`config.mk`:
```
export PLATFORM = sky130hd
export DESIGN_NAME = sample_packet_framer
export DESIGN_NICKNAME = d
export VERILOG_FILES = /design/src/sv/spf_pkg.sv /design/src/sv/spf_front.sv /design/src/sv/spf_queue.sv /design/src/sv/spf_back.sv /design/src/sv/sample_packet_framer.sv
export SDC_FILE = /design/constraint.sdc
export NUM_CORES = 1
export LEC_CHECK = 0
export CAP_MARGIN = 40
export CORE_ASPECT_RATIO = 1.1
export CORE_MARGIN = 1
export CORE_UTILIZATION = 63
export CTS_BUF_LIST = sky130_fd_sc_hd__clkbuf_8 sky130_fd_sc_hd__clkbuf_16
export DETAILED_ROUTE_END_ITERATION = 12
export DONT_BUFFER_PORTS = 1
export GPL_TIMING_DRIVEN = 1
export PLACE_DENSITY = 0.79
export SLEW_MARGIN = 10
export SYNTH_ARGS = -nofsm -noshare
export SYNTH_HDL_FRONTEND = slang
export SYNTH_SLANG_ARGS = --single-unit
```
`constraint.sdc`:
```
create_clock -name clk -period 5.53 [get_ports clk]
set_input_delay 1.3825 -clock clk [delete_from_list [all_inputs] [get_ports clk]]
set_output_delay 1.3825 -clock clk [all_outputs]
set_load 0.005 [all_outputs]
```
`src/sv/spf_pkg.sv`:
```
`default_nettype none
package spf_pkg;

    localparam int SAMPLE_W      = 16;
    localparam int BYTE_W        = 8;
    localparam int LEN_W         = 16;
    localparam int SEQ_W         = 32;
    localparam int IDX_W         = 16;
    localparam int PPP_W         = 13;
    localparam int CFG_AW        = 2;
    localparam int CFG_DW        = 16;
    localparam int DEF_MAX_PAIRS = 4096;

    localparam logic [BYTE_W-1:0] OPEN_BYTE_RST  = 8'd170;
    localparam logic [BYTE_W-1:0] CLOSE_BYTE_RST = 8'd85;
    localparam logic [LEN_W-1:0]  LENGTH_RST     = 16'd0;
    localparam logic [PPP_W-1:0]  PAIRS_RST      = 13'd64;

    // Descriptor queue between the front and the back.
    localparam int Q_DEPTH = 2;
    localparam int Q_AW    = 1;
    localparam int Q_CW    = 2;

    typedef enum logic [CFG_AW-1:0] {
        REG_OPEN_BYTE   = 2'd0,
        REG_CLOSE_BYTE  = 2'd1,
        REG_LENGTH_WORD = 2'd2,
        REG_PAIRS       = 2'd3
    } reg_idx_t;

    typedef enum logic [3:0] {
        ST_START  = 4'd0,
        ST_LEN_HI = 4'd1,
        ST_LEN_LO = 4'd2,
        ST_SEQ_3  = 4'd3,
        ST_SEQ_2  = 4'd4,
        ST_SEQ_1  = 4'd5,
        ST_SEQ_0  = 4'd6,
        ST_IDX_HI = 4'd7,
        ST_IDX_LO = 4'd8,
        ST_SMP_HI = 4'd9,
        ST_SMP_LO = 4'd10,
        ST_END    = 4'd11
    } step_t;

    typedef struct packed {
        logic [SAMPLE_W-1:0] sample;
        logic [IDX_W-1:0]    index;
        logic [SEQ_W-1:0]    seq;
        logic                hdr;
        logic                tail;
    } desc_t;

    typedef struct packed {
        logic [BYTE_W-1:0] open_byte;
        logic [BYTE_W-1:0] close_byte;
        logic [LEN_W-1:0]  length_word;
    } frame_cfg_t;

endpackage
`default_nettype wire

```
`src/sv/spf_front.sv`:
```
`default_nettype none
module spf_front
    import spf_pkg::*;
#(
    parameter int MAX_PAIRS = DEF_MAX_PAIRS
)(
    input  wire logic                clk,
    input  wire logic                rst_n,
    input  wire logic                push,
    output logic                     full,
    input  wire logic [SAMPLE_W-1:0] sample,
    input  wire logic [PPP_W-1:0]    pairs_per_packet,
    output logic                     q_wr,
    output desc_t                    q_desc,
    input  wire logic                q_full
);

    localparam int POS_W = (MAX_PAIRS > 1) ? $clog2(MAX_PAIRS) : 1;
    localparam int CMP_W = (PPP_W > POS_W + 1) ? PPP_W : POS_W + 1;
    localparam logic [CMP_W-1:0] MAX_EXT = CMP_W'(MAX_PAIRS);

    logic [POS_W-1:0] pos_reg, pos_next;
    logic [SEQ_W-1:0] seq_reg, seq_next;
    logic [CMP_W-1:0] ppp_ext, eff_pairs, pos_inc;
    logic             tail;

    assign full = q_full;
    assign q_wr = push && !q_full;

    // A zero count means one pair; counts above the limit saturate.
    always_comb
    begin
        ppp_ext = CMP_W'(pairs_per_packet);
        if (ppp_ext == '0)
            eff_pairs = CMP_W'(1);
        else if (ppp_ext > MAX_EXT)
            eff_pairs = MAX_EXT;
        else
            eff_pairs = ppp_ext;
        pos_inc = CMP_W'(pos_reg) + CMP_W'(1);
        tail    = (pos_inc >= eff_pairs);
    end

    always_comb
    begin
        q_desc.sample = sample;
        q_desc.index  = IDX_W'(pos_reg);
        q_desc.seq    = seq_reg;
        q_desc.hdr    = (pos_reg == '0);
        q_desc.tail   = tail;
    end

    always_comb
    begin
        pos_next = pos_reg;
        seq_next = seq_reg;
        if (q_wr)
        begin
            if (tail)
            begin
                pos_next = '0;
                seq_next = seq_reg + SEQ_W'(1);
            end
            else
            begin
                pos_next = pos_inc[POS_W-1:0];
            end
        end
    end

    always_ff @(posedge clk or negedge rst_n)
    begin
        if (!rst_n)
        begin
            pos_reg <= '0;
            seq_reg <= '0;
        end
        else
        begin
            pos_reg <= pos_next;
            seq_reg <= seq_next;
        end
    end

endmodule
`default_nettype wire

```
`src/sv/spf_queue.sv`:
```
`default_nettype none
module spf_queue
    import spf_pkg::*;
(
    input  wire logic  clk,
    input  wire logic  rst_n,
    input  wire logic  wr,
    input  wire desc_t wdata,
    output logic       full,
    input  wire logic  rd,
    output desc_t      rdata,
    output logic       empty
);

    desc_t            entry_reg [Q_DEPTH];
    logic [Q_AW-1:0]  wr_ptr_reg, rd_ptr_reg;
    logic [Q_CW-1:0]  count_reg, count_next;

    assign full  = (count_reg == Q_CW'(Q_DEPTH));
    assign empty = (count_reg == '0);
    assign rdata = entry_reg[rd_ptr_reg];

    always_comb
    begin
        count_next = count_reg;
        if (wr && !rd)
            count_next = count_reg + Q_CW'(1);
        else if (rd && !wr)
            count_next = count_reg - Q_CW'(1);
    end

    always_ff @(posedge clk)
    begin
        if (wr)
            entry_reg[wr_ptr_reg] <= wdata;
    end

    always_ff @(posedge clk or negedge rst_n)
    begin
        if (!rst_n)
        begin
            wr_ptr_reg <= '0;
            rd_ptr_reg <= '0;
            count_reg  <= '0;
        end
        else
        begin
            if (wr)
                wr_ptr_reg <= wr_ptr_reg + Q_AW'(1);
            if (rd)
                rd_ptr_reg <= rd_ptr_reg + Q_AW'(1);
            count_reg <= count_next;
        end
    end

endmodule
`default_nettype wire

```
`src/sv/spf_back.sv`:
```
`default_nettype none
module spf_back
    import spf_pkg::*;
(
    input  wire logic               clk,
    input  wire logic               rst_n,
    input  wire frame_cfg_t         cfg,
    input  wire logic               q_empty,
    input  wire desc_t              q_desc,
    output logic                    q_rd,
    output logic                    empty,
    input  wire logic               pop,
    output logic [BYTE_W-1:0]       out_byte,
    output logic                    packet_end,
    output logic                    run_last
);

    step_t             step_reg, step_next, cur_step, last_step;
    logic              started_reg, started_next;
    logic              out_valid_reg, out_valid_next;
    logic [BYTE_W-1:0] out_byte_reg;
    logic              packet_end_reg, run_last_reg;
    logic              emit;
    logic [BYTE_W-1:0] byte_sel;

    // The output register takes a new beat when it is free or being drained.
    assign emit      = !q_empty && (!out_valid_reg || pop);
    assign cur_step  = started_reg ? step_reg : (q_desc.hdr ? ST_START : ST_IDX_HI);
    assign last_step = q_desc.tail ? ST_END : ST_SMP_LO;
    assign q_rd      = emit && (cur_step == last_step);

    always_comb
    begin
        unique case (cur_step)
            ST_START:  byte_sel = cfg.open_byte;
            ST_LEN_HI: byte_sel = cfg.length_word[15:8];
            ST_LEN_LO: byte_sel = cfg.length_word[7:0];
            ST_SEQ_3:  byte_sel = q_desc.seq[31:24];
            ST_SEQ_2:  byte_sel = q_desc.seq[23:16];
            ST_SEQ_1:  byte_sel = q_desc.seq[15:8];
            ST_SEQ_0:  byte_sel = q_desc.seq[7:0];
            ST_IDX_HI: byte_sel = q_desc.index[15:8];
            ST_IDX_LO: byte_sel = q_desc.index[7:0];
            ST_SMP_HI: byte_sel = q_desc.sample[15:8];
            ST_SMP_LO: byte_sel = q_desc.sample[7:0];
            ST_END:    byte_sel = cfg.close_byte;
            default:   byte_sel = '0;
        endcase
    end

    always_comb
    begin
        step_next      = step_reg;
        started_next   = started_reg;
        out_valid_next = out_valid_reg;
        if (pop && out_valid_reg)
            out_valid_next = 1'b0;
        if (emit)
        begin
            out_valid_next = 1'b1;
            if (q_rd)
            begin
                started_next = 1'b0;
            end
            else
            begin
                started_next = 1'b1;
                step_next    = step_t'(cur_step + 4'd1);
            end
        end
    end

    always_ff @(posedge clk or negedge rst_n)
    begin
        if (!rst_n)
        begin
            step_reg      <= ST_START;
            started_reg   <= 1'b0;
            out_valid_reg <= 1'b0;
        end
        else
        begin
            step_reg      <= step_next;
            started_reg   <= started_next;
            out_valid_reg <= out_valid_next;
        end
    end

    always_ff @(posedge clk)
    begin
        if (emit)
        begin
            out_byte_reg   <= byte_sel;
            packet_end_reg <= (cur_step == ST_END);
            run_last_reg   <= q_rd;
        end
    end

    assign empty      = !out_valid_reg;
    assign out_byte   = out_byte_reg;
    assign packet_end = packet_end_reg;
    assign run_last   = run_last_reg;

endmodule
`default_nettype wire

```
`src/sv/sample_packet_framer.sv`:
```
// Channel  | Handshake           | Beat contents
// ---------+---------------------+-----------------------------------------
// input    | push / full         | sample
// result   | pop / empty         | out_byte, packet_end, run_last
// config   | cfg_we (no wait)    | cfg_idx, cfg_wdata
//
// The back end sends one byte per cycle while a sample waits and the receiver
// pops, so a sample takes 4 bytes, 5 when it closes a packet, 11 when it opens one and 12 when it does both.
// The front classifies a sample in the cycle it is pushed and parks it in a
// two-entry descriptor queue, so input and output stall independently.
// Reset clears the packet position and sequence number and loads the
// register defaults; the queue starts empty, so the first push is not held off.
`default_nettype none
module sample_packet_framer
    import spf_pkg::*;
#(
    parameter int MAX_PAIRS = DEF_MAX_PAIRS
)(
    input  wire logic                clk,
    input  wire logic                rst_n,
    input  wire logic                push,
    output logic                     full,
    input  wire logic [SAMPLE_W-1:0] sample,
    output logic                     empty,
    input  wire logic                pop,
    output logic [BYTE_W-1:0]        out_byte,
    output logic                     packet_end,
    output logic                     run_last,
    input  wire logic                cfg_we,
    input  wire logic [CFG_AW-1:0]   cfg_idx,
    input  wire logic [CFG_DW-1:0]   cfg_wdata
);

    logic [BYTE_W-1:0] open_byte_reg, close_byte_reg;
    logic [LEN_W-1:0]  length_word_reg;
    logic [PPP_W-1:0]  pairs_reg;
    frame_cfg_t        frame_cfg;
    desc_t             q_wdesc, q_rdesc;
    logic              q_wr, q_rd, q_full, q_empty;

    always_ff @(posedge clk or negedge rst_n)
    begin
        if (!rst_n)
        begin
            open_byte_reg   <= OPEN_BYTE_RST;
            close_byte_reg  <= CLOSE_BYTE_RST;
            length_word_reg <= LENGTH_RST;
            pairs_reg       <= PAIRS_RST;
        end
        else if (cfg_we)
        begin
            unique case (reg_idx_t'(cfg_idx))
                REG_OPEN_BYTE:   open_byte_reg   <= cfg_wdata[BYTE_W-1:0];
                REG_CLOSE_BYTE:  close_byte_reg  <= cfg_wdata[BYTE_W-1:0];
                REG_LENGTH_WORD: length_word_reg <= cfg_wdata[LEN_W-1:0];
                REG_PAIRS:       pairs_reg       <= cfg_wdata[PPP_W-1:0];
                default:         ;
            endcase
        end
    end

    always_comb
    begin
        frame_cfg.open_byte   = open_byte_reg;
        frame_cfg.close_byte  = close_byte_reg;
        frame_cfg.length_word = length_word_reg;
    end

    spf_front #(
        .MAX_PAIRS(MAX_PAIRS)
    ) u_front (
        .clk             (clk),
        .rst_n           (rst_n),
        .push            (push),
        .full            (full),
        .sample          (sample),
        .pairs_per_packet(pairs_reg),
        .q_wr            (q_wr),
        .q_desc          (q_wdesc),
        .q_full          (q_full)
    );

    spf_queue u_queue (
        .clk  (clk),
        .rst_n(rst_n),
        .wr   (q_wr),
        .wdata(q_wdesc),
        .full (q_full),
        .rd   (q_rd),
        .rdata(q_rdesc),
        .empty(q_empty)
    );

    spf_back u_back (
        .clk       (clk),
        .rst_n     (rst_n),
        .cfg       (frame_cfg),
        .q_empty   (q_empty),
        .q_desc    (q_rdesc),
        .q_rd      (q_rd),
        .empty     (empty),
        .pop       (pop),
        .out_byte  (out_byte),
        .packet_end(packet_end),
        .run_last  (run_last)
    );

    // The end code is always the final beat of its sample.
    a_end_is_last: assert property (@(posedge clk) disable iff (!rst_n)
        (!empty && packet_end) |-> run_last)
        else $error("end code beat without run_last");

    // A header is requested exactly when the pair index is zero.
    a_hdr_at_zero: assert property (@(posedge clk) disable iff (!rst_n)
        q_wr |-> ((q_wdesc.index == '0) == q_wdesc.hdr))
        else $error("header flag disagrees with pair index");

    a_index_range: assert property (@(posedge clk) disable iff (!rst_n)
        q_wr |-> (32'(q_wdesc.index) < 32'(MAX_PAIRS)))
        else $error("pair index beyond limit");

    a_queue_sane: assert property (@(posedge clk) disable iff (!rst_n)
        !(q_full && q_empty))
        else $error("descriptor queue both full and empty");

endmodule
`default_nettype wire

```
======== Word level (Yosys, flattened, before mapping) ========
Memories as Yosys holds them, arrays and structs flattened.
Index checks and enable logic that the tools add are counted.
storage, ports and cells
  memories ................................ 1
  RAM bits ................................ 124
  logic and storage cells ................. 81
  register bits after elaboration ......... 109
memories
  name               depth  width  rd ports  clocked after memory_dff  wr ports  line             source
  u_queue.entry_reg  2      62     1         0                         1         spf_queue.sv:15  desc_t entry_reg [Q_DEPTH];
cells by class
  magnitude comparators ................... 2
  bitwise gates (word level) .............. 1
  $add $sub $neg .......................... 7
  multiplexer cells ....................... 14
  equality and inequality tests ........... 16
  reductions and logical operators ........ 25
operators with widths
  kind                                                   count
  case mux 8 bit (12 select lines)                       1
  adder 32 x 1 -> 32 bit, second input constant          1
  two-way mux 13 bit                                     2
  equality test 4 x 3 -> 1 bit, second input constant    4
  equality test 4 bit, second input constant             4
  adder 12 x 1 -> 13 bit, second input constant          1
  greater-or-equal comparator 13 bit                     1
  greater-than comparator 13 bit, second input constant  1
  logical NOT 13 bit                                     1
  logical NOT 12 bit                                     1
  two-way mux 12 bit                                     1
  AND reduction 2 bit                                    6
  equality test 4 x 2 -> 1 bit, second input constant    2
  equality test 2 bit, second input constant             3
  logical AND 1 bit                                      6
  two-way mux 1 bit                                      6
  logical NOT 1 bit                                      5
  adder 4 x 1 -> 4 bit, second input constant            1
  equality test 4 x 1 -> 1 bit, second input constant    1
  equality test 4 bit                                    1
  logical NOT 2 bit                                      2
  logical NOT 4 bit                                      1
  two-way mux 2 bit                                      2
  two-way mux 4 bit                                      1
  8 further kinds                                        10

======== Longest topological paths before layout ========
Gate-level depths: netlist (run 1).
An unclocked memory read counts as a cell.
  word-level depth ........................ 8
  gate-level depth with buffers ........... 13

======== Hierarchy ========
A second synthesis (run 1) with hierarchy kept.
unflattened totals
  cell total of the unflattened synthesis .. 777
  area total of the unflattened synthesis .. 10961.8 um^2
by module, submodules not included
  module                times used  area an instance (um^2)  cells an instance  seq. area each (um^2)
  spf_queue             1           5062.4                   221                4063.9
  spf_front             1           2822.7                   311                1101.1
  sample_packet_framer  1           1702.9                   96                 1137.3
  spf_back              1           1373.8                   149                450.4

======== Worst setup path before layout (run 1) ========
Ideal clock, no wire load.
  kind .................................... in2reg
  from .................................... input port push
  to ...................................... memory u_queue.entry_reg[0][0] in the netlist's numbering, enable pin
  stages on the path ...................... 3
  arrival ................................. 4.377 ns
  setup time .............................. 0.482 ns
  setup slack ............................. 0.670 ns
  data required time ...................... 5.048 ns
  path through ............................ nand2_1 clkbuf_1 nor2_1
between the ends
  longest elaborated chain between the ends .. 3
RTL lines
  what                                     line                        source
  from (decl)                              sample_packet_framer.sv:21  input wire logic push,
  logical AND 1 bit                        spf_front.sv:28             assign q_wr = push && !q_full;
  two-way mux 1 bit                        spf_queue.sv:34             if (wr)
  two-way mux 1 bit (not written as such)  spf_queue.sv:35             entry_reg[wr_ptr_reg] <= wdata;
  to (decl)                                spf_queue.sv:15
No other way between the ends.

======== Worst setup path after layout (run 1) ========
  from .................................... register u_front.pos_reg[0]
  to ...................................... register u_front.seq_reg[18]
between the ends
  longest elaborated chain between the ends .. 3
RTL lines
  what                                  line             source
  from (decl)                           spf_front.sv:22  logic [POS_W-1:0] pos_reg, pos_next;
  from (signal assigned)                spf_front.sv:80  pos_reg <= pos_next;
  adder 12 x 1 -> 13 bit                spf_front.sv:40  pos_inc = CMP_W'(pos_reg) + CMP_W'(1);
  greater-or-equal comparator 13 bit    spf_front.sv:41  tail = (pos_inc >= eff_pairs);
  AND reduction 2 bit (no source line)  -
  to (signal assigned)                  spf_front.sv:81  seq_reg <= seq_next;
  to (decl)                             spf_front.sv:23  logic [SEQ_W-1:0] seq_reg, seq_next;
No other way between the ends.
A chain may end at the register's enable or synchronous reset.

==> results of run 1 <==
## cell type report
type | count | area [sq um] | area share
inverter | 15 | 56.30 | 0.005054
clock buffer | 25 | 603.1 | 0.05413
multi-input combinational | 474 | 3530 | 0.3168
clock inverter | 16 | 120.1 | 0.01078
timing repair buffer | 6 | 65.06 | 0.005840
sequential | 233 | 6516 | 0.5849
tap | 200 | 250.2 | 0.02246
## cell usage after synthesis (all sizes together) (14+ instances only)
library cell / count
ha: 21
nand2: 74
nand3: 23
nand4: 23
xnor2: 36
inv: 15
edfxtp: 134
o21ai: 33
mux2i: 49
buf: 14
nor2: 26
mux2: 63
o22ai: 23
dfrtp: 90
## stage by stage
stage	total power [uW]	utilization
final	5640	0.7053
after global routing	5858	0.7053
after CTS	5632	0.7053
after detailed placement	4140	0.6595
after global placement	4020	0.6573
after floorplan	3668	-
## cells in the final DEF (no fill, tap or decap), drive strengths merged, types with 13 or more instances in the layout
master	count
edfxtp	134
o22ai	23
inv	21
mux2	63
and3	13
nand3	23
nor2	26
mux2i	49
ha	21
nand2	74
clkbuf	25
o21ai	33
xnor2	36
nand4	23
dfrtp	90
## layer usage
layer | wire length [um] | global-route usage | vias to the layer above
met1 | 9545 | 0.3953 | 3165
met2 | 11090 | 0.4482 | 323
li1 | - | - | 2793
met5 | 0 | 0 | -
met4 | 966 | 0.1265 | 0
met3 | 1568 | 0.03493 | 63
## power by group through the flow
stage                     registers, uW  logic [uW]  clock network [uW]
after floorplan                    2530        1140                   0
after global routing               2630        1670                1570
final                              2590        1550                1500
after global placement             2580        1440                   0
after detailed placement           2610        1530                   0
after CTS                          2590        1540                1500
## worst min path at each step
stage | start | endpoint | slack (ps) | cells past startpoint
after global routing | length_word_reg[0]$_DFFE_PN0P_ | length_word_reg[0]$_DFFE_PN0P_ | 530 | 1
after global placement | u_back.out_valid_reg$_DFFE_PN0P_ | u_back.out_valid_reg$_DFFE_PN0P_ | 480 | 2
after floorplan | u_front.pos_reg[4]$_DFFE_PN0P_ | u_queue.entry_reg[0][38]$_DFFE_PP_ | 440 | 0
after CTS | length_word_reg[0]$_DFFE_PN0P_ | length_word_reg[0]$_DFFE_PN0P_ | 510 | 1
after detailed placement | close_byte_reg[1]$_DFFE_PN0P_ | close_byte_reg[1]$_DFFE_PN0P_ | 490 | 1
final | u_front.seq_reg[31]$_DFFE_PN0P_ | u_front.seq_reg[31]$_DFFE_PN0P_ | 500 | 1
## critical path: stages (launching register included)
cell and delay, ps:
dfrtp_1 520, ha_1 280, nand3_1 190, nor2_1 230, nand2_1 100, xnor2_1 150, ha_1 310, nand4_1 170
o41ai_4 380, buf_4 460, nor4b_1 400, xor2_1 200
## kinds of logic after synthesis
group | synth area share
xor gates and xnor gates | 0.04115
muxes | 0.1199
AOI/OAI and AO/OA | 0.05977
and+or+nand+nor | 0.09810
DFF | 0.6375
adders and majority gates | 0.02572
buffers and inverters | 0.01788
==> impl_results.md, run 1 <==
- CP endpoint: u_front.seq_reg[18]$_DFFE_PN0P_
- Arrival @ worst endpoint: 3900 ps
- Clock Latency Late Sink: 500 ps
- Warning count from the yosys run: 0
- Most area-hungry cell type in the Yosys netlist: edfxtp_1
- Critical path type: reg -> reg
- Count of max-cap constraint violations: 0
- DR iter-0 viols: about 770
- Reg clk slew, reported paths: 60 ps
- Core ar.: between 15000 and 20000 sq um
- Placer Congestion: roughly 0.87
- Top cell type's share of synthesized area: 0.3939
- Global route total overflow: 0
- Setup WS post-layout: about 2000 ps
- IO Pins: 51
- PwrDens: ~510 nW/um^2
- Vertical die dimension: 135.6 um
- RSZ-0062 raised after global routing: false
- Crit share post-route: 0.6300
- Hold violation total from the final report: 0
- Die width: 123.4 um
- First-pass GRT wire length: between 30000 and 40000 um
- Final setup fails: 0
- Filler cell count: 1006
- CTS buffer count: 23
- Slew @ Worst Pin: 882.5 ps
- WHS: 501.7 ps
- Synthesized area: between 10000 and 15000 sq um
- Clk buf depth: 3
- Crit end category: register
- Async set-reset flop share out of synthesis: 0.4249
- WP data required: 5940 ps
- Synth Instances: 749
- Die area: 16730 sq um
- H-tree depth: 1
- Final #Nets: between 800 and 900
- Sink Count: 233
- Worst R2R Start: u_front.pos_reg[0]$_DFFE_PN0P_
- WL/cell: around 24 um
- All-Layer GR Usage: 0.2832
- Worst R2R End: u_front.seq_reg[18]$_DFFE_PN0P_
- Largest vdd supply drop: 0.2568 mV
- CTS root buf: clkbuf_16
- Initial antenna violation count: 0
- Post-Route WL: 23170 um
- Sequential share of power: 0.460
- Drt first pass iters: 6
- Fin area: 11140 sq um
- Psw: between 1500 and 2000 uW
- N_diodes: 0
- Mean Syn Cell Area: 13.64 sq um
- # Post-CTS Setup Buffers: 0
- Row count: 48
- CP Launch Type: register
- Post-synth top flop: edfxtp_1
- Power share of the clock group: 0.266
- Net Sw Frac: 0.3235
- Drt drc: 0
- CTS hold repair buffers: 0
- Worst R2R Setup Slack: 2050 ps
- Gate power share: 0.275
- Yosys cell types: 54
- Post-route ant nets: 0
- Fraction of layout cells with a size suffix above 1: 0.1625
- Fin. max-slew vios: 0
- Place WS: approximately 2000 ps
- Critical Path Source: u_front.pos_reg[0]$_DFFE_PN0P_
- Ranking of synthesized cells by area: edfxtp_1 (39%), dfrtp_1 (22%), mux2_2 (6.9%)
- Max reg flops: 124
- Post-synth EDFFs: ~130
- Placed inst area: 10420 sq um
- Fin cells: 969
- Synth Net Count: between 800 and 900
- Vias per cell: between 6 and 7
- Vias: between 6000 and 7000
- Period minus WS final: 3484 ps
- Inst Count DP: 928
- Post-detail-place hpwl: 15880 um
- Seq/Total Area, Yosys: 0.6375
- Area Growth Syn to Fin: 9.051%
- Vias in the first global route: around 6200
- Starting Density: 0.6468
- CP Max Fanout: 46
- Type of the most critical hold path: reg -> reg
- Synthesis-stage register bit count: 233
- CTS tree: yes
- Setup TNS: 0 ps
- Largest net degree at the start of global routing: 100
- F_max: 287.0 MHz
- Status: finished, final reports clean
- Post-Route Skew: between 7 and 8 ps
- Cts repair resizes: 0
- Slew HR: 0.4099
- Number of I/O port buffers: 0
- Internal: 3815 uW
- P_leak: 0.004244 uW
- FF-to-FF path depth: 11
Power figures use the tool's default switching activity.
==> run 2, diff against run 1 <==
Settings changed: CORE_UTILIZATION 63 to 57, PLACE_DENSITY 0.79 to 0.75.
Clock period 5.53 ns to 3 ns, I/O delays scaled along.
==> run 2 against run 1 <==
Non-clock buffer count increased by 30. Sequential share of layout area decreased by 1.7 points. Setup slack got worse by 1900 ps. Sequential power increased by 81%. First-iteration DRC count decreased by 27%. Die area increased by 10%.
==> impl_results.md, run 2 (same netlist as run 1, synthesis figures left out) <==
- Placer Congestion: 0.8888
- Commonest cells after routing, fill and taps aside: edfxtp_1 (134), dfrtp_1 (89), nand2_1 (72)
- Largest vdd supply drop: 0.9105 mV
- Fraction of layout cells with a size suffix above 1: 0.1952
- WL/cell: 22.08 um
- Vias: 6288
- Largest net degree at the start of global routing: 91
- CTS tree: yes
- CTS root buf: clkbuf_16
- Fin. max-slew vios: 0
- Area Growth Syn to Fin: 12.26%
- Drt drc: 0
- WHS: 88.90 ps
- Final #Nets: 843
- CP Max Fanout: 10
- Setup TNS: 0 ps
- Worst R2R Start: u_queue.rd_ptr_reg$_DFFE_PN0P_
- RSZ-0062 raised after global routing: false
- Period minus WS final: around 2800 ps
- Critical-path cell list: mux2i_4 -> and2_4 -> a21o_1 -> inv_1 -> ha_1 -> nand2_4 -> o22ai_1 -> a311o_1 -> a2111oi_0 -> o21ai_1
- Arrival @ worst endpoint: 3080 ps
- Placed inst area: 10690 sq um
- F_max: 351.9 MHz
- IO Pins: around 50
- Leading cell type in the layout, fill and taps excluded: edfxtp_1
- Global route total overflow: 0
- Slowest stage delay, CP: 510 ps
- Clk buf depth: 3
- Final setup fails: 0
- CP Launch Type: register
- Max reg flops: 124
- Drt first pass iters: 6
- Slew @ Worst Pin: between 800 and 900 ps
- Die width: 129.6 um
- All-Layer GR Usage: 0.2566
- Slew HR: 0.4305
- Crit share post-route: 0.9472
- Sink Count: 233
- Reg clk slew, reported paths: 60 ps
- Critical path's slowest cell: dfrtp_4
- PwrDens: slightly above 900 nW/um^2
- Post-route ant nets: 0
- WP data required: ~3200 ps
- Post-detail-place hpwl: approximately 16000 um
- First-pass GRT wire length: 35400 um
- Critical path type: reg -> reg
- Vias per cell: 6.087
- H-tree depth: 1
- Number of I/O port buffers: 0
- Worst R2R End: u_back.out_byte[1]$_DFFE_PP_
- N_diodes: 0
- Row count: 50
- Die area: ~18000 sq um
- Worst path bufs/invs: 1
- Count of max-cap constraint violations: 0
- P_leak: between 0.004 and 0.005 uW
- Core ar.: about 17000 sq um
- Starting Density: 0.5917
- CTS buffer count: 23
- Type of the most critical hold path: in -> async
- Post-Route WL: 22810 um
- Hold violation total from the final report: 0
- Post-Route Skew: 22.01 ps
- DR iter-0 viols: 555
- CP top delay family: compound AO/OA/AOI/OAI gates
- Fin area: ~11000 sq um
- Worst R2R Setup Slack: around 160 ps
- Vias in the first global route: between 6000 and 7000
- Total power: between 10000 and 15000 uW
- Clock Latency Late Sink: 500 ps
- Status: finished, final reports clean
- Fin util: 0.6642
- FF-to-FF path depth: 10
- Vertical die dimension: 142.4 um
- Crit end category: register
- Initial antenna violation count: 0
run 2: cell count changes in the layout (fill, tap and decap cells not counted), sizes merged:
cell / before / now
bufinv: 2 / 1
buf: 6 / 35
inv: 21 / 25
clkinv: 8 / 6
run 2: worst max-delay path by stage:
stage	startpoint	endpoint	slack (ps)	cells past startpoint
finish	u_queue.rd_ptr_reg$_DFFE_PN0P_	u_back.out_byte[1]$_DFFE_PP_	160	10
global route	u_queue.rd_ptr_reg$_DFFE_PN0P_	u_back.out_byte[1]$_DFFE_PP_	0.7	10
CTS	u_front.pos_reg[1]$_DFFE_PN0P_	u_front.seq_reg[4]$_DFFE_PN0P_	70	11
detailed placement	u_front.pos_reg[1]$_DFFE_PN0P_	u_front.seq_reg[4]$_DFFE_PN0P_	80	11
global placement	u_front.pos_reg[1]$_DFFE_PN0P_	u_front.seq_reg[4]$_DFFE_PN0P_	160	11
floorplan	u_front.pos_reg[0]$_DFFE_PN0P_	u_front.seq_reg[4]$_DFFE_PN0P_	230	10
run 2: final cells by class:
cell class / instances / area, sq um
clock buffer: 24 / 589.3
clock inverter: 17 / 95.09
fill: 1260 / 5798
inverter: 15 / 56.30
multi-input combinational: 474 / 3561
sequential: 233 / 6516
tap: 234 / 292.8
timing repair buffer: 36 / 357.8
run 2: worst reg2reg max path, cell delays in order, from the launching register on:
cell and delay (ps):
dfrtp_4 510, mux2i_4 180, and2_4 200, a21o_1 130
inv_1 70, ha_1 350, nand2_4 190, o22ai_1 100
a311o_1 330, a2111oi_0 390, o21ai_1 130
run 2: per-layer routing:
layer  wire, um  GRT usage  vias to the layer above
met3       1763    0.06429                       39
li1           -          -                     2854
met1       9436     0.3381                     3166
met4        580    0.08201                        0
met2      11030     0.4177                      229
met5          0          0                        -
run 2: repair_timing:
| action | in CTS | in global routing |
|---|---|---|
| resized for setup | 0 | 6 |
| hold buffers | 1 | 0 |
| setup buffers | 0 | 2 |
| hold endpoints to repair | 90 | 0 |
| setup endpoints to repair | 0 | 16 |
run 2: where the power goes:
part	internal [uW]	switching, uW	total [uW]
clock	1490	1110	2610
sequential	4320	368	4690
combinational	1250	1900	3150
run 2: metrics by stage:
| stage | setup slack [ps] | instances |
|---|---|---|
| 2_1_floorplan | 227.8 | 749 |
| 3_3_place_gp | 163.2 | 988 |
| 3_5_place_dp | 78.04 | 988 |
| 4_1_cts | 74.49 | 1030 |
| 5_1_grt | 0.6999 | 1033 |
| 6_report | 158.3 | 1033 |
==> run 3, diff against run 2 <==
Settings changed: PLACE_DENSITY 0.75 to not set, PLACE_DENSITY_LB_ADDON set to 0.15.
==> run 3 against run 2 <==
Setup slack got worse by 3.9 ps. Via count decreased by 1.4%. Non-clock buffer count decreased by 10. Final cell count shrank 0.97%. Combinational power is 2% lower. Register-to-register slack barely moved. Die area stayed put. Routed wire length hardly changed. Flip-flop and latch count unchanged.
==> impl_results.md, run 3 (same netlist as run 1, synthesis figures left out) <==
- PwrDens: 938.6 nW/um^2
- Psw: 3440 uW
- CP Launch Type: register
- F_max: around 350 MHz
- Post-route ant nets: 0
- Fin cells: 1023
- Drt drc: 0
- Die area: 18460 sq um
- All-Layer GR Usage: 0.2555
- Vias: 6203
- Largest net degree at the start of global routing: 91
- Status: finished, final reports clean
- Critical path's slowest cell: dfrtp_1
- Placed inst area: 10630 sq um
- Inst Count DP: 979
- Post-Route Skew: 11.53 ps
- Core ar.: 17270 sq um
- Critical-path cell list: and3_1 -> and2_1 -> and2_1 -> xor2_2 -> ha_1 -> nand4_1 -> o41ai_4 -> buf_12 -> or3b_1 -> xnor2_1
- Worst path bufs/invs: 1
- Critical path type: reg -> reg
- N_diodes: 0
- Top cell by count, worst path: and2_1
- Vias in the first global route: 6169
- Fin. max-slew vios: 0
- Max reg flops: 124
- CP top delay family: simple AND/OR/NAND/NOR gates
- Initial antenna violation count: 1
- H-tree depth: 1
- Commonest cells after routing, fill and taps aside: edfxtp_1 (134), dfrtp_1 (86), nand2_1 (72)
- Post-Route WL: 22830 um
- Fraction of layout cells with a size suffix above 1: 0.2003
- Slowest stage delay, CP: 450 ps
- Type of the most critical hold path: in -> async
- First-pass GRT wire length: 34780 um
- WL/cell: about 22 um
- Drt first pass iters: 5
- Leading cell type in the layout, fill and taps excluded: edfxtp_1
- Sequential share of power: 0.435
- Row count: 50
- P_leak: 0.004406 uW
- Area Growth Syn to Fin: 13.03%
- Vias per cell: 6.064
- Fin area: between 10000 and 15000 sq um
- Starting Density: 0.5917
- Gate power share: 0.286
- WP data required: 3390 ps
- Power share of the clock group: 0.280
- CP Max Fanout: 10
- Internal: 7398 uW
- Slew HR: 0.3796
- CTS buffer count: 23
- Sink Count: roughly 230
- Count of max-cap constraint violations: 0
- Hold violation total from the final report: 0
- CTS tree: yes
- Net Sw Frac: 0.3174
- Number of I/O port buffers: 0
- Slew @ Worst Pin: 922.0 ps
- Die width: 129.6 um
- Final setup fails: 0
- Final #Nets: 833
- Period minus WS final: 2846 ps
- Reg clk slew, reported paths: around 60 ps
- Crit end category: register
- Global route total overflow: 0
- Crit share post-route: 0.9485
- Post-detail-place hpwl: 15450 um
- CTS root buf: clkbuf_16
- Vertical die dimension: 142.4 um
- Arrival @ worst endpoint: 3240 ps
- Placer Congestion: 0.8763
- Clk buf depth: 3
- Filler cell count: 1277
- DR iter-0 viols: 524
- IO Pins: 51
- Clock Latency Late Sink: 510 ps
- Largest vdd supply drop: roughly 0.9 mV
==> run 3: routing by layer <==
metal	vias up	part of all wire	GRT usage
met5	-	0	0
met4	0	0.027	0.08262
met3	42	0.064	0.04737
met2	206	0.49	0.4253
met1	3114	0.42	0.3388
li1	2841	-	-
==> run 3: what timing repair did <==
item	in CTS	in global routing
pin swaps	0	3
setup endpoints to repair	1	32
cloned	0	1
resized for setup	1	9
endpoints found under the hold margin	90	0
hold buffers	1	0
setup buffers	0	1
==> run 3: cell type report <==
type | count | area, sq um | share of cell area
clock buffer | 30 | 716.9 | 0.06209
timing repair buffer | 26 | 295.3 | 0.02557
inverter | 15 | 56.30 | 0.004876
clock inverter | 11 | 107.6 | 0.009318
multi-input combinational | 474 | 3558 | 0.3082
sequential | 233 | 6520 | 0.5646
tap | 234 | 292.8 | 0.02535
==> run 3: through the flow <==
stage                     total power (uW)    util  setup slack [ps]  hold slack, ps  setup TNS, ps
after detailed placement              7761  0.6157            -2.419           456.5         -2.419
after CTS                            10830  0.6651             42.56           61.18              0
after global placement                7666  0.6157             49.89           456.4              0
final                                10840  0.6688             154.4           81.97              0
after global routing                 11330  0.6688           -0.9623           58.08        -0.9623
after floorplan                       6754       -             227.8           440.2              0
==> run 3: worst paths after layout <==
kind	startpoint	slack, ps	end	depth (start not counted)
max	u_front.pos_reg[9]$_DFFE_PN0P_	150	u_front.seq_reg[4]$_DFFE_PN0P_	10
min	rst_n	80	open_byte_reg[1]$_DFFE_PN1P_	0
max reg2reg	u_front.pos_reg[9]$_DFFE_PN0P_	150	u_front.seq_reg[4]$_DFFE_PN0P_	10
min reg2reg	u_front.seq_reg[31]$_DFFE_PN0P_	500	u_front.seq_reg[31]$_DFFE_PN0P_	1
max in group asynchronous	rst_n	2410	u_front.pos_reg[3]$_DFFE_PN0P_	1
min in group clk	sample[14]	330	u_queue.entry_reg[0][60]$_DFFE_PP_	0
==> run 3: power by group through the flow <==
stage	sequential [uW]	clock (uW)	combinational [uW]
floorplan	4650	0	2100
global placement	4730	0	2940
detailed placement	4760	0	3000
CTS	4710	3080	3040
global route	4790	3190	3350
finish	4710	3030	3090
